## src/ttm_pkg.sv

```systemverilog
// Shared types and constants for the token tree mutex block.
`default_nettype none

package ttm_pkg;

  // Width of a node id on the ports.
  localparam int ID_W = 4;

  // Most results one request may give, and the width of the hand-over count.
  localparam int MAX_RESULTS = 16;
  localparam int KW = $clog2(MAX_RESULTS);

  // Result status codes.
  localparam logic [1:0] ST_OK     = 2'd0;
  localparam logic [1:0] ST_BAD_ID = 2'd1;
  localparam logic [1:0] ST_FAULT  = 2'd2;

  // Class of a queued word, settled by the front part.
  typedef enum logic [1:0] {
    K_SET,
    K_REQ,
    K_BAD
  } kind_t;

  // One-slot queue between the front and the back.
  typedef struct packed {
    logic            valid;
    kind_t           kind;
    logic [ID_W-1:0] node;
    logic [ID_W-1:0] parent;
  } slot_t;

  // Sequencer states of the back part.
  typedef enum logic [2:0] {
    S_IDLE,
    S_CHECK,
    S_RECORD,
    S_LOOK,
    S_MOVE1,
    S_MOVE2,
    S_ERR
  } state_t;

endpackage

`default_nettype wire

```

## src/ttm_front.sv

```systemverilog
// Front part: accepts input words, classifies them and holds them in a one-slot queue.
`default_nettype none

module ttm_front import ttm_pkg::*; #(
  parameter int NODES = 16
) (
  input  wire logic            clk,
  input  wire logic            rst,
  input  wire logic            item_valid,
  output logic                 item_stall,
  input  wire logic            req_type,
  input  wire logic [ID_W-1:0] node,
  input  wire logic [ID_W-1:0] parent_node,
  input  wire logic            pop,
  output slot_t                slot
);

  logic  take;
  logic  bad_id;
  kind_t kind;

  // Hold the slot until the back part takes it.
  assign item_stall = slot.valid && !pop;
  assign take       = item_valid && !item_stall;

  assign bad_id = (32'(node) >= NODES) || (!req_type && (32'(parent_node) >= NODES));

  always_comb begin
    if (bad_id) begin
      kind = K_BAD;
    end else if (req_type) begin
      kind = K_REQ;
    end else begin
      kind = K_SET;
    end
  end

  always_ff @(posedge clk) begin
    if (take) begin
      slot.kind   <= kind;
      slot.node   <= node;
      slot.parent <= parent_node;
    end
    if (rst) begin
      slot.valid <= 1'b0;
    end else if (take) begin
      slot.valid <= 1'b1;
    end else if (pop) begin
      slot.valid <= 1'b0;
    end
  end

endmodule

`default_nettype wire

```

## src/ttm_back.sv

```systemverilog
// Back part: tree state, climb and hand-over sequencer, and the result register.
`default_nettype none

module ttm_back import ttm_pkg::*; #(
  parameter int NODES = 16
) (
  input  wire logic            clk,
  input  wire logic            rst,
  input  wire slot_t           slot,
  output logic                 pop,
  output logic                 result_valid,
  input  wire logic            result_stall,
  output logic [ID_W-1:0]      holder,
  output logic                 last,
  output logic [1:0]           status
);

  localparam int NW = $clog2(NODES);
  localparam int SW = $clog2(NODES + 1);

  state_t state, state_next;

  // Parent pointers and pending child links live in memories; the per-node
  // flags sit in flip-flops so that reset clears them at once.
  logic [NW-1:0]    parent_mem [NODES];
  logic [NW-1:0]    pend_mem   [NODES];
  logic [NODES-1:0] parent_ok;
  logic [NODES-1:0] pend_ok;
  logic [NODES-1:0] tok;

  logic [NW-1:0] par_q;
  logic          par_ok_q;
  logic [NW-1:0] pc_q;

  logic [NW-1:0] cur;
  logic [NW-1:0] req_node;
  logic [NW-1:0] root;
  logic [NW-1:0] scan_idx;
  logic [SW-1:0] steps;
  logic [KW-1:0] hops;
  logic          climb_done;
  logic          scan_done;
  logic          found;
  logic          bad;
  logic [1:0]    err_code;

  logic [NW-1:0] eff_par;
  logic [NW-1:0] slot_nd;
  logic [NW-1:0] slot_pn;
  logic          out_free;
  logic          both_done;
  logic          more;

  logic          p_we;
  logic [NW-1:0] p_waddr;
  logic [NW-1:0] p_wdata;
  logic [NW-1:0] p_raddr;
  logic          c_we;
  logic [NW-1:0] c_waddr;
  logic [NW-1:0] c_wdata;
  logic          pend_clr_en;
  logic [NW-1:0] pend_clr_idx;
  logic          tok_set_en;
  logic [NW-1:0] tok_set_idx;
  logic          tok_clr_en;
  logic [NW-1:0] tok_clr_idx;
  logic          emit;
  logic [NW-1:0] emit_holder;
  logic          emit_last;
  logic [1:0]    emit_status;

  // An entry never written reads as parent zero.
  assign eff_par   = par_ok_q ? par_q : '0;
  assign slot_nd   = NW'(slot.node);
  assign slot_pn   = NW'(slot.parent);
  assign out_free  = !result_valid || !result_stall;
  assign both_done = climb_done && scan_done;
  assign more      = pend_ok[root] && (hops != KW'(MAX_RESULTS - 1));

  // Next state.
  always_comb begin
    state_next = state;
    case (state)
      S_IDLE: begin
        if (slot.valid) begin
          case (slot.kind)
            K_REQ:   state_next = S_CHECK;
            K_BAD:   state_next = S_ERR;
            default: state_next = S_IDLE;
          endcase
        end
      end
      S_CHECK: begin
        if (both_done) begin
          state_next = (bad || !found) ? S_ERR : S_RECORD;
        end
      end
      S_RECORD: begin
        if (eff_par == cur) begin
          state_next = S_LOOK;
        end
      end
      S_LOOK: begin
        if (out_free) begin
          state_next = more ? S_MOVE1 : S_IDLE;
        end
      end
      S_MOVE1: state_next = S_MOVE2;
      S_MOVE2: state_next = S_LOOK;
      S_ERR: begin
        if (out_free) begin
          state_next = S_IDLE;
        end
      end
      default: state_next = S_IDLE;
    endcase
  end

  // Strobes for the stores and the result register.
  always_comb begin
    pop          = 1'b0;
    p_we         = 1'b0;
    p_waddr      = '0;
    p_wdata      = '0;
    p_raddr      = eff_par;
    c_we         = 1'b0;
    c_waddr      = eff_par;
    c_wdata      = cur;
    pend_clr_en  = 1'b0;
    pend_clr_idx = '0;
    tok_set_en   = 1'b0;
    tok_set_idx  = '0;
    tok_clr_en   = 1'b0;
    tok_clr_idx  = '0;
    emit         = 1'b0;
    emit_holder  = '0;
    emit_last    = 1'b1;
    emit_status  = ST_OK;
    case (state)
      S_IDLE: begin
        pop     = slot.valid;
        p_raddr = slot_nd;
        if (slot.valid && (slot.kind == K_SET)) begin
          p_we         = 1'b1;
          p_waddr      = slot_nd;
          p_wdata      = slot_pn;
          pend_clr_en  = 1'b1;
          pend_clr_idx = slot_nd;
          if (slot.node == slot.parent) begin
            tok_set_en  = 1'b1;
            tok_set_idx = slot_nd;
          end else begin
            tok_clr_en  = 1'b1;
            tok_clr_idx = slot_nd;
          end
        end
      end
      S_CHECK: begin
        if (both_done) begin
          p_raddr = req_node;
        end
      end
      S_RECORD: begin
        c_we = (eff_par != cur);
      end
      S_LOOK: begin
        emit        = out_free;
        emit_holder = root;
        emit_last   = !more;
        emit_status = (pend_ok[root] && !more) ? ST_FAULT : ST_OK;
      end
      S_MOVE1: begin
        p_we         = 1'b1;
        p_waddr      = root;
        p_wdata      = pc_q;
        pend_clr_en  = 1'b1;
        pend_clr_idx = root;
        tok_clr_en   = 1'b1;
        tok_clr_idx  = root;
        tok_set_en   = 1'b1;
        tok_set_idx  = pc_q;
      end
      S_MOVE2: begin
        p_we    = 1'b1;
        p_waddr = pc_q;
        p_wdata = pc_q;
      end
      S_ERR: begin
        emit        = out_free;
        emit_status = err_code;
      end
      default: begin
        pop = 1'b0;
      end
    endcase
  end

  always_ff @(posedge clk) begin
    if (rst) begin
      state <= S_IDLE;
    end else begin
      state <= state_next;
    end
  end

  // Per-node flags.
  always_ff @(posedge clk) begin
    if (rst) begin
      parent_ok <= '0;
      pend_ok   <= '0;
      tok       <= NODES'(1);
    end else begin
      if (p_we) begin
        parent_ok[p_waddr] <= 1'b1;
      end
      if (c_we) begin
        pend_ok[c_waddr] <= 1'b1;
      end
      if (pend_clr_en) begin
        pend_ok[pend_clr_idx] <= 1'b0;
      end
      if (tok_clr_en) begin
        tok[tok_clr_idx] <= 1'b0;
      end
      if (tok_set_en) begin
        tok[tok_set_idx] <= 1'b1;
      end
    end
  end

  // Parent memory, one write and one registered read a cycle.
  always_ff @(posedge clk) begin
    if (p_we) begin
      parent_mem[p_waddr] <= p_wdata;
    end
    par_q    <= parent_mem[p_raddr];
    par_ok_q <= parent_ok[p_raddr];
  end

  // Pending child memory, read at the current holder.
  always_ff @(posedge clk) begin
    if (c_we) begin
      pend_mem[c_waddr] <= c_wdata;
    end
    pc_q <= pend_mem[root];
  end

  // Walk registers.
  always_ff @(posedge clk) begin
    case (state)
      S_IDLE: begin
        if (pop) begin
          cur        <= slot_nd;
          req_node   <= slot_nd;
          steps      <= '0;
          climb_done <= 1'b0;
          bad        <= 1'b0;
          scan_idx   <= '0;
          scan_done  <= 1'b0;
          found      <= 1'b0;
          hops       <= '0;
          err_code   <= ST_BAD_ID;
        end
      end
      S_CHECK: begin
        if (!climb_done) begin
          if (eff_par == cur) begin
            climb_done <= 1'b1;
          end else if (steps == SW'(NODES)) begin
            climb_done <= 1'b1;
            bad        <= 1'b1;
          end else begin
            cur   <= eff_par;
            steps <= steps + SW'(1);
          end
        end
        if (!scan_done) begin
          if (tok[scan_idx]) begin
            found     <= 1'b1;
            root      <= scan_idx;
            scan_done <= 1'b1;
          end else if (scan_idx == NW'(NODES - 1)) begin
            scan_done <= 1'b1;
          end else begin
            scan_idx <= scan_idx + NW'(1);
          end
        end
        if (both_done) begin
          cur      <= req_node;
          err_code <= ST_FAULT;
        end
      end
      S_RECORD: begin
        if (eff_par != cur) begin
          cur <= eff_par;
        end
      end
      S_MOVE2: begin
        root <= pc_q;
        hops <= hops + KW'(1);
      end
      default: begin
        cur <= cur;
      end
    endcase
  end

  // Result register.
  always_ff @(posedge clk) begin
    if (rst) begin
      result_valid <= 1'b0;
    end else if (emit) begin
      result_valid <= 1'b1;
    end else if (!result_stall) begin
      result_valid <= 1'b0;
    end
  end

  always_ff @(posedge clk) begin
    if (emit) begin
      holder <= ID_W'(emit_holder);
      last   <= emit_last;
      status <= emit_status;
    end
  end

endmodule

`default_nettype wire

```

## src/tree_token_mutex_path_reversal.sv

```systemverilog
// Top level of the token tree mutex with path reversal.
//
//   channel  | handshake                  | word
//   ---------+----------------------------+--------------------------------
//   item     | item_valid / item_stall    | req_type, node, parent_node
//   result   | result_valid / result_stall| holder, last, status
//
// A set word is handled in the back part's idle state and gives no result. A bad
// id goes from the queue slot to the error state, which loads its error word.
// A request climbs the parent memory one link a cycle while the token flags are
// scanned alongside, climbs again to record child links, then passes through
// the look and two move states on each hand-over, and the look state once more
// for the final holder; the look state waits while the result is stalled.
// Reset clears the token, parent and link flags at once: node 0 holds the
// token and every node reads as a child of node 0.
// A stalled result holds; the front keeps taking one word ahead meanwhile.
`default_nettype none

module tree_token_mutex_path_reversal import ttm_pkg::*; #(
  parameter int NODES = 16
) (
  input  wire logic            clk,
  input  wire logic            rst,
  input  wire logic            item_valid,
  output logic                 item_stall,
  input  wire logic            req_type,
  input  wire logic [ID_W-1:0] node,
  input  wire logic [ID_W-1:0] parent_node,
  output logic                 result_valid,
  input  wire logic            result_stall,
  output logic [ID_W-1:0]      holder,
  output logic                 last,
  output logic [1:0]           status
);

  // Queue slot from the front, and the back part's take strobe.
  slot_t slot;
  logic  pop;

  // Classify and queue.
  ttm_front #(
    .NODES(NODES)
  ) u_front (
    .clk        (clk),
    .rst        (rst),
    .item_valid (item_valid),
    .item_stall (item_stall),
    .req_type   (req_type),
    .node       (node),
    .parent_node(parent_node),
    .pop        (pop),
    .slot       (slot)
  );

  // Walk the tree, pass the token and drive results.
  ttm_back #(
    .NODES(NODES)
  ) u_back (
    .clk         (clk),
    .rst         (rst),
    .slot        (slot),
    .pop         (pop),
    .result_valid(result_valid),
    .result_stall(result_stall),
    .holder      (holder),
    .last        (last),
    .status      (status)
  );

endmodule

`default_nettype wire

```

## config.mk

```make
export PLATFORM = sky130hd
export DESIGN_NAME = tree_token_mutex_path_reversal
export DESIGN_NICKNAME = d
export VERILOG_FILES = /design/src/ttm_pkg.sv /design/src/ttm_front.sv /design/src/ttm_back.sv /design/src/tree_token_mutex_path_reversal.sv
export SDC_FILE = /design/constraint.sdc
export NUM_CORES = 1
export LEC_CHECK = 0
export BUFFER_PORTS_ARGS = -buffer_cell sky130_fd_sc_hd__buf_2
export CAP_MARGIN = 20
export CORE_MARGIN = 10
export CORE_UTILIZATION = 63
export DETAILED_ROUTE_END_ITERATION = 8
export GPL_TIMING_DRIVEN = 0
export PLACE_DENSITY_LB_ADDON = 0.1
export SLEW_MARGIN = 20
export SYNTH_ARGS = -nofsm -noshare
export SYNTH_HDL_FRONTEND = slang
export SYNTH_SLANG_ARGS = --single-unit
```

## constraint.sdc

```tcl
create_clock -name clk -period 3.1 [get_ports clk]
set_input_delay 0.155 -clock clk [delete_from_list [all_inputs] [get_ports clk]]
set_output_delay 0.155 -clock clk [all_outputs]
set_load 0.01 [all_outputs]
```

Word level (Yosys, flattened, before mapping)
Memories as Yosys holds them, arrays and structs flattened. A register that Yosys moved wholly into a read port is not among the register bits.
Cells that the tools add are included.
- logic and storage cells: 228
- bits in read-only memories: 0
- memory bits (writable): 128
- register bits after elaboration: 102
- input port bits: 13
- memories: 2
- latch bits: 0
- output and inout port bits: 9
- memories (name ; depth ; width ; rd ports ; clocked after Yosys merged registers in ; wr ports ; line ; source):
    u_back.parent_mem ; 16 ; 4 ; 1 ; 1 ; 1 ; ttm_back.sv:25 ; logic [NW-1:0] parent_mem [NODES];
    u_back.pend_mem ; 16 ; 4 ; 1 ; 1 ; 1 ; ttm_back.sv:26 ; logic [NW-1:0] pend_mem [NODES];
- eq/ne operators: 33
- $lt $le $gt $ge: 13
- multiply operators: 0
- add/subtract/negate cells: 3
- reductions and logical operators: 39
- div/mod/pow operators: 0
- bitwise operators: 7
- multiplexer cells: 107
- shift-type cells: 0
- operators with widths (operator ; number):
    two-way mux 16 bit ; 6
    two-way mux 4 bit ; 20
    one-hot mux 4 bit (2 select lines) ; 8
    bitwise OR 16 bit ; 3
    less-than comparator 4 x 5 -> 1 bit (second input constant) ; 8
    two-way mux 1 bit ; 36
    AND 16 bit ; 2
    NOT 16 bit ; 2
    one-hot mux 4 bit (3 select lines) ; 2
    two-way mux 3 bit ; 7
    one-hot mux 3 bit (7 select lines) ; 1
    demux 1 bit (select 4 bit) ; 5
    greater-or-equal comparator 4 x 1 -> 1 bit (second input constant) ; 5
    two-way mux 5 bit ; 4
    AND reduction 5 bit ; 4
    inequality test 2 x 1 -> 1 bit (second input constant) ; 8
    inequality test 2 bit (second input constant) ; 8
    one-hot mux 1 bit (2 select lines) ; 8
    binary-select mux 1 bit (select 4 bit) ; 3
    logical AND 1 bit ; 11
    one-hot mux 5 bit (2 select lines) ; 1
    == test 3 bit (second input constant) ; 3
    adder 4 x 1 -> 4 bit (second input constant) ; 2
    == test 4 bit ; 2
    25 further kinds ; 43

Logic depth before layout (Yosys ltp)
- depth after elaboration: 14
- gate-level depth with buffers: 11
- mapped depth without buffers: 8

By module
A second synthesis with hierarchy kept.
- cells, all modules: 879
- area, all modules: 10792.9 um2
- by module, submodules not included (module ; sequential area each (um2) ; instances ; area each (um2) ; cells each):
    ttm_back ; 6206.0 ; 1 ; 10461.3 ; 864
    ttm_front ; 290.3 ; 1 ; 331.6 ; 15

Worst setup path before layout
Ideal clock, no wire load.
- path kind: register -> register
- start point: register u_back.scan_idx[0]
- end point: register u_back.scan_idx[0], enable pin
- data arrival time: 2.128 ns
- clock period less this slack: 2.457 ns
- setup time: 0.329 ns
- data required time: 2.771 ns
- setup slack: 0.643 ns
- stages on the path, launching flop included: 7
- cell sequence: edfxtp_1 clkbuf_1 mux4_2 mux4_2 a311oi_1 nor2_1 nor2_1
- longest elaborated chain between the ends: 4
- elaborated cells on any way between the ends: 6
- RTL lines (what ; line ; source):
    start, declared ; ttm_back.sv:38 ; logic [NW-1:0] scan_idx;
    start signal, assigned ; ttm_back.sv:285 ; scan_idx <= scan_idx + NW'(1);
    binary-select mux 1 bit (select 4 bit) ; ttm_back.sv:278 ; if (tok[scan_idx]) begin
    two-way mux 1 bit (not written as such) ; ttm_back.sv:278 ;
    inequality test 2 bit (no source line) ; - ;
    AND reduction 5 bit (no source line) * ; - ;
Every way passes the cells marked *; elsewhere a longest branch is shown, timed or not. The select of a mux whose other input is x is not followed.
A chain may end at the register's enable or synchronous reset.

Worst setup path in the final report
- start point: register u_back.cur[3], in the netlist u_back.c_wdata[3]
- end point: memory u_back.pend_mem[1][3] (netlist bit), enable pin
- longest elaborated chain between the ends: 4
- RTL lines (what ; line ; source):
    start, declared ; ttm_back.sv:35 ; logic [NW-1:0] cur;
    start signal, assigned ; ttm_back.sv:253 ; cur <= slot_nd;
    start signal, assigned ; ttm_back.sv:273 ; cur <= eff_par;
    start signal, assigned ; ttm_back.sv:289 ; cur <= req_node;
    inequality test 4 bit ; ttm_back.sv:164 ; c_we = (eff_par != cur);
    two-way mux 1 bit ; ttm_back.sv:139 ; case (state)
    two-way mux 1 bit ; ttm_back.sv:242 ; if (c_we) begin
    two-way mux 1 bit (not written as such) ; ttm_back.sv:243 ; pend_mem[c_waddr] <= c_wdata;
    end, declared ; ttm_back.sv:26 ;
Every way passes these cells.

==> out/results.tsv <==
stage	metric	value	unit
synthesis	avgSynthCellArea	13.1	um2
synthesis	yosys_warnings	0	
synthesis	synth_area_leaders	edfxtp_1 49%, dfxtp_1 12%, mux4_2 6.1%, a211oi_1 2.3%, nor2_1 2.2%	
finish	drive_above_1_share	17.3	%
placed_design	place_hpwl	19200	um
cts	cts_made_buffers	24	
power_and_ir_drop	p_leak	0.00407	uW
timing	worst-slew-pin-transition	1080	ps
synthesis	seq_area_frac_synth	61.2	%
synthesis	ys_top_cells_by_count	175 x edfxtp_1, 63 x nor2_1, 62 x dfxtp_1	
placed_design	io_buffers	21	
grt	overflow	0	
finish	instances_no_fill	1109	
timing	worst_clock_skew	14.8	ps
grt	grt_start_max_net_pins	20	
timing	finalHoldViolCount	0	
detailed_routing	ant_nets	0	
worst_setup_path	critPathMaxStageDelay	770	ps
cts	cts_tree	done	
die	start_util	64.0	%
placed_design	gp_congestion	0.916	
min_path	hold_class	primary input to flop	
worst_setup_path	rr_startpoint	u_back.c_wdata[3]	
finish	multi_input_area	3830	um2
die	core	16600	um2
timing	setup_viol	0	
synthesis	synth_edf_count	175	
finish	utilization	72.6	%
worst_setup_path	arrival	3080	ps
finish	finalNetCount	889	
worst_setup_path	r2r_setup_slack	170	ps
cts	cts.sinks	237	
synthesis	ys_ff_latch	237	
die	die_area	22500	um2
synthesis	synth_cells	813	
detailed_routing	vias	7503	
timing	drv_slew	0	
grt	grt_pass1_vias	7338	
min_path	hp-start	rst	
worst_setup_path	cp_slowest_cell	nor3_1	
die	die_w	150	um
finish	antenna_cells	0	
timing	relSlewSlack	27.7	%
synthesis	synth_fp_nets	830	
timing	timing.final.crit_share	94.7	%
placed_design	dp.cells	1055	
detailed_routing	viasPerCell	6.77	
detailed_routing	wl_per_cell	24.8	um
finish	areaGrowthSynthToFinish	13.3	%
worst_setup_path	critPathRequiredTime	3240	ps
timing	fin_tns_setup	0	ps
detailed_routing	drc_errors	0	
finish	n_fill_cell	1080	
detailed_routing	dr.pass1.iters	6	
power_and_ir_drop	p_per_area	752	nW/um2
die	dieHeight	150	um
worst_setup_path	worstPathMaxFanout	19	
worst_setup_path	critPathKind	flop to flop	
run_status	status	completed	
synthesis	ys.flop_type	edfxtp_1	
synthesis	synth_area	10600	um2
cts	path_clk_slew	60	ps
synthesis	synthArstFlopShare	0	%
timing	holdWs	28.9	ps
detailed_routing	wl	27500	um
die	num_rows	47	
power_and_ir_drop	vdd.ir_drop.worst	0.494	mV
cts	htreeDepth	1	
timing	fmax	341	MHz
detailed_routing	drt_iter0_markers	1034	
worst_setup_path	cp-start-kind	flop	
synthesis	synth_area_leader_cell	edfxtp_1	
cts	clk_latency	520	ps
die	ios	22	
grt	grt_pass1_wl	42400	um
synthesis	yosysMostFrequentCell	edfxtp_1	
worst_setup_path	cp-startpoint	u_back.c_wdata[3]	
cts	clk_path_buf_depth	3	
worst_setup_path	worst_setup_path_end_kind	flop	
flow_run	maxCapViolCount	0	
timing	fin_crit	2930	ps
grt	antenna_found_initial	0	
timing	grt_setup_unrepaired	false	
synthesis	synth_top_cell_area_share	49.5	%
grt	grt_util_all_layers	24.3	%
finish	seqCellArea	6500	um2
synthesis	ys_types	78	
worst_setup_path	path_cells	nor4bb_1 -> a31oi_1 -> o32ai_1 -> a21o_1 -> clkbuf_1 -> nor3_1	
cts	cts-root-buf	clkbuf_16	
flip-flops by register name, summed over array words and instances, names as in the netlist, 5 cells and up:
signal and cells:
u_back.parent_ok 16, u_back.parent_mem 64, u_back.pend_ok 16, u_back.pend_mem 64, u_back.steps 5, u_back.tok 16
u_front.slot 10
routing by layer:
layer	wire length (um)	vias to the layer above	global-route usage, %
li1	-	3299	-
met1	11200	3682	32.7
met2	13000	436	39.0
met3	2260	86	3.96
met4	1060	0	9.33
met5	0	-	0
repair_timing:
item	CTS	global route
buffers inserted	1	0
resized for setup	1	9
endpoints found under the hold margin	10	0
hold buffers	10	0
pin swaps	1	0
setup endpoints to repair	30	53
layout by cell type, fill, tap and decap left out, types with 29 or more instances in the layout:
master / n
edfxtp_1: 175
a211oi_1: 33
o21ai_0: 30
nor2_1: 56
o21a_1: 31
mux4_2: 29
clkbuf_1: 29
a21oi_1: 32
dfxtp_1: 62
nand2_1: 48
critical path: cells and delay by family (launching register included):
family	cells	cell delay (ps)
buffers and inverters	1	260
flip-flops	1	670
AND/OR/NAND/NOR	2	1020
AO/OA/AOI/OAI	3	610
cell families (layout without fill, tap and decap cells):
group	Yosys count	in the layout	share of synthesized area (%)
buffers and inverters	63	139	3.11
multiplexers	52	52	8.33
AND/OR/NAND/NOR	211	211	10.1
adder cells (fa/ha/maj)	4	4	0.471
AO/OA/AOI/OAI	232	232	15.7
flip-flops	237	237	61.2
XOR/XNOR	14	14	1.15
per-stage QoR:
step / total power (uW) / worst slack, ps / instance area [um2]
3_3_place_gp: 5830 / -103 / 11000
3_5_place_dp: 5900 / -73.4 / 11000
6_report: 9060 / 165 / 12000
4_1_cts: 9010 / 64.2 / 12000
5_1_grt: 9350 / 4.20 / 12000
2_1_floorplan: 5310 / 643 / 10600
power by group:
part,switching [uW],total [uW],leakage (uW),internal [uW]
combinational,1220,1900,0.00152,681
clock,1170,3130,0.000434,1960
sequential,276,4020,0.00212,3750
final timing paths:
check | to | cells after the start
max reg2reg | u_back.pend_mem[1][3] | 6
max | u_back.pend_mem[1][3] | 6
min reg2reg | u_back.req_node[3] | 0
min | u_back.state[2] | 3
cell type report:
cell class | count | area share [%]
buffer | 49 | 2.18
clock buffer | 33 | 5.97
clock inverter | 10 | 1.33
inverter | 14 | 0.582
multi-input combinational | 513 | 31.9
sequential | 237 | 54.0
tap | 220 | 2.29
timing repair buffer | 33 | 1.83
Note: power is estimated with default switching activity, not from simulation.
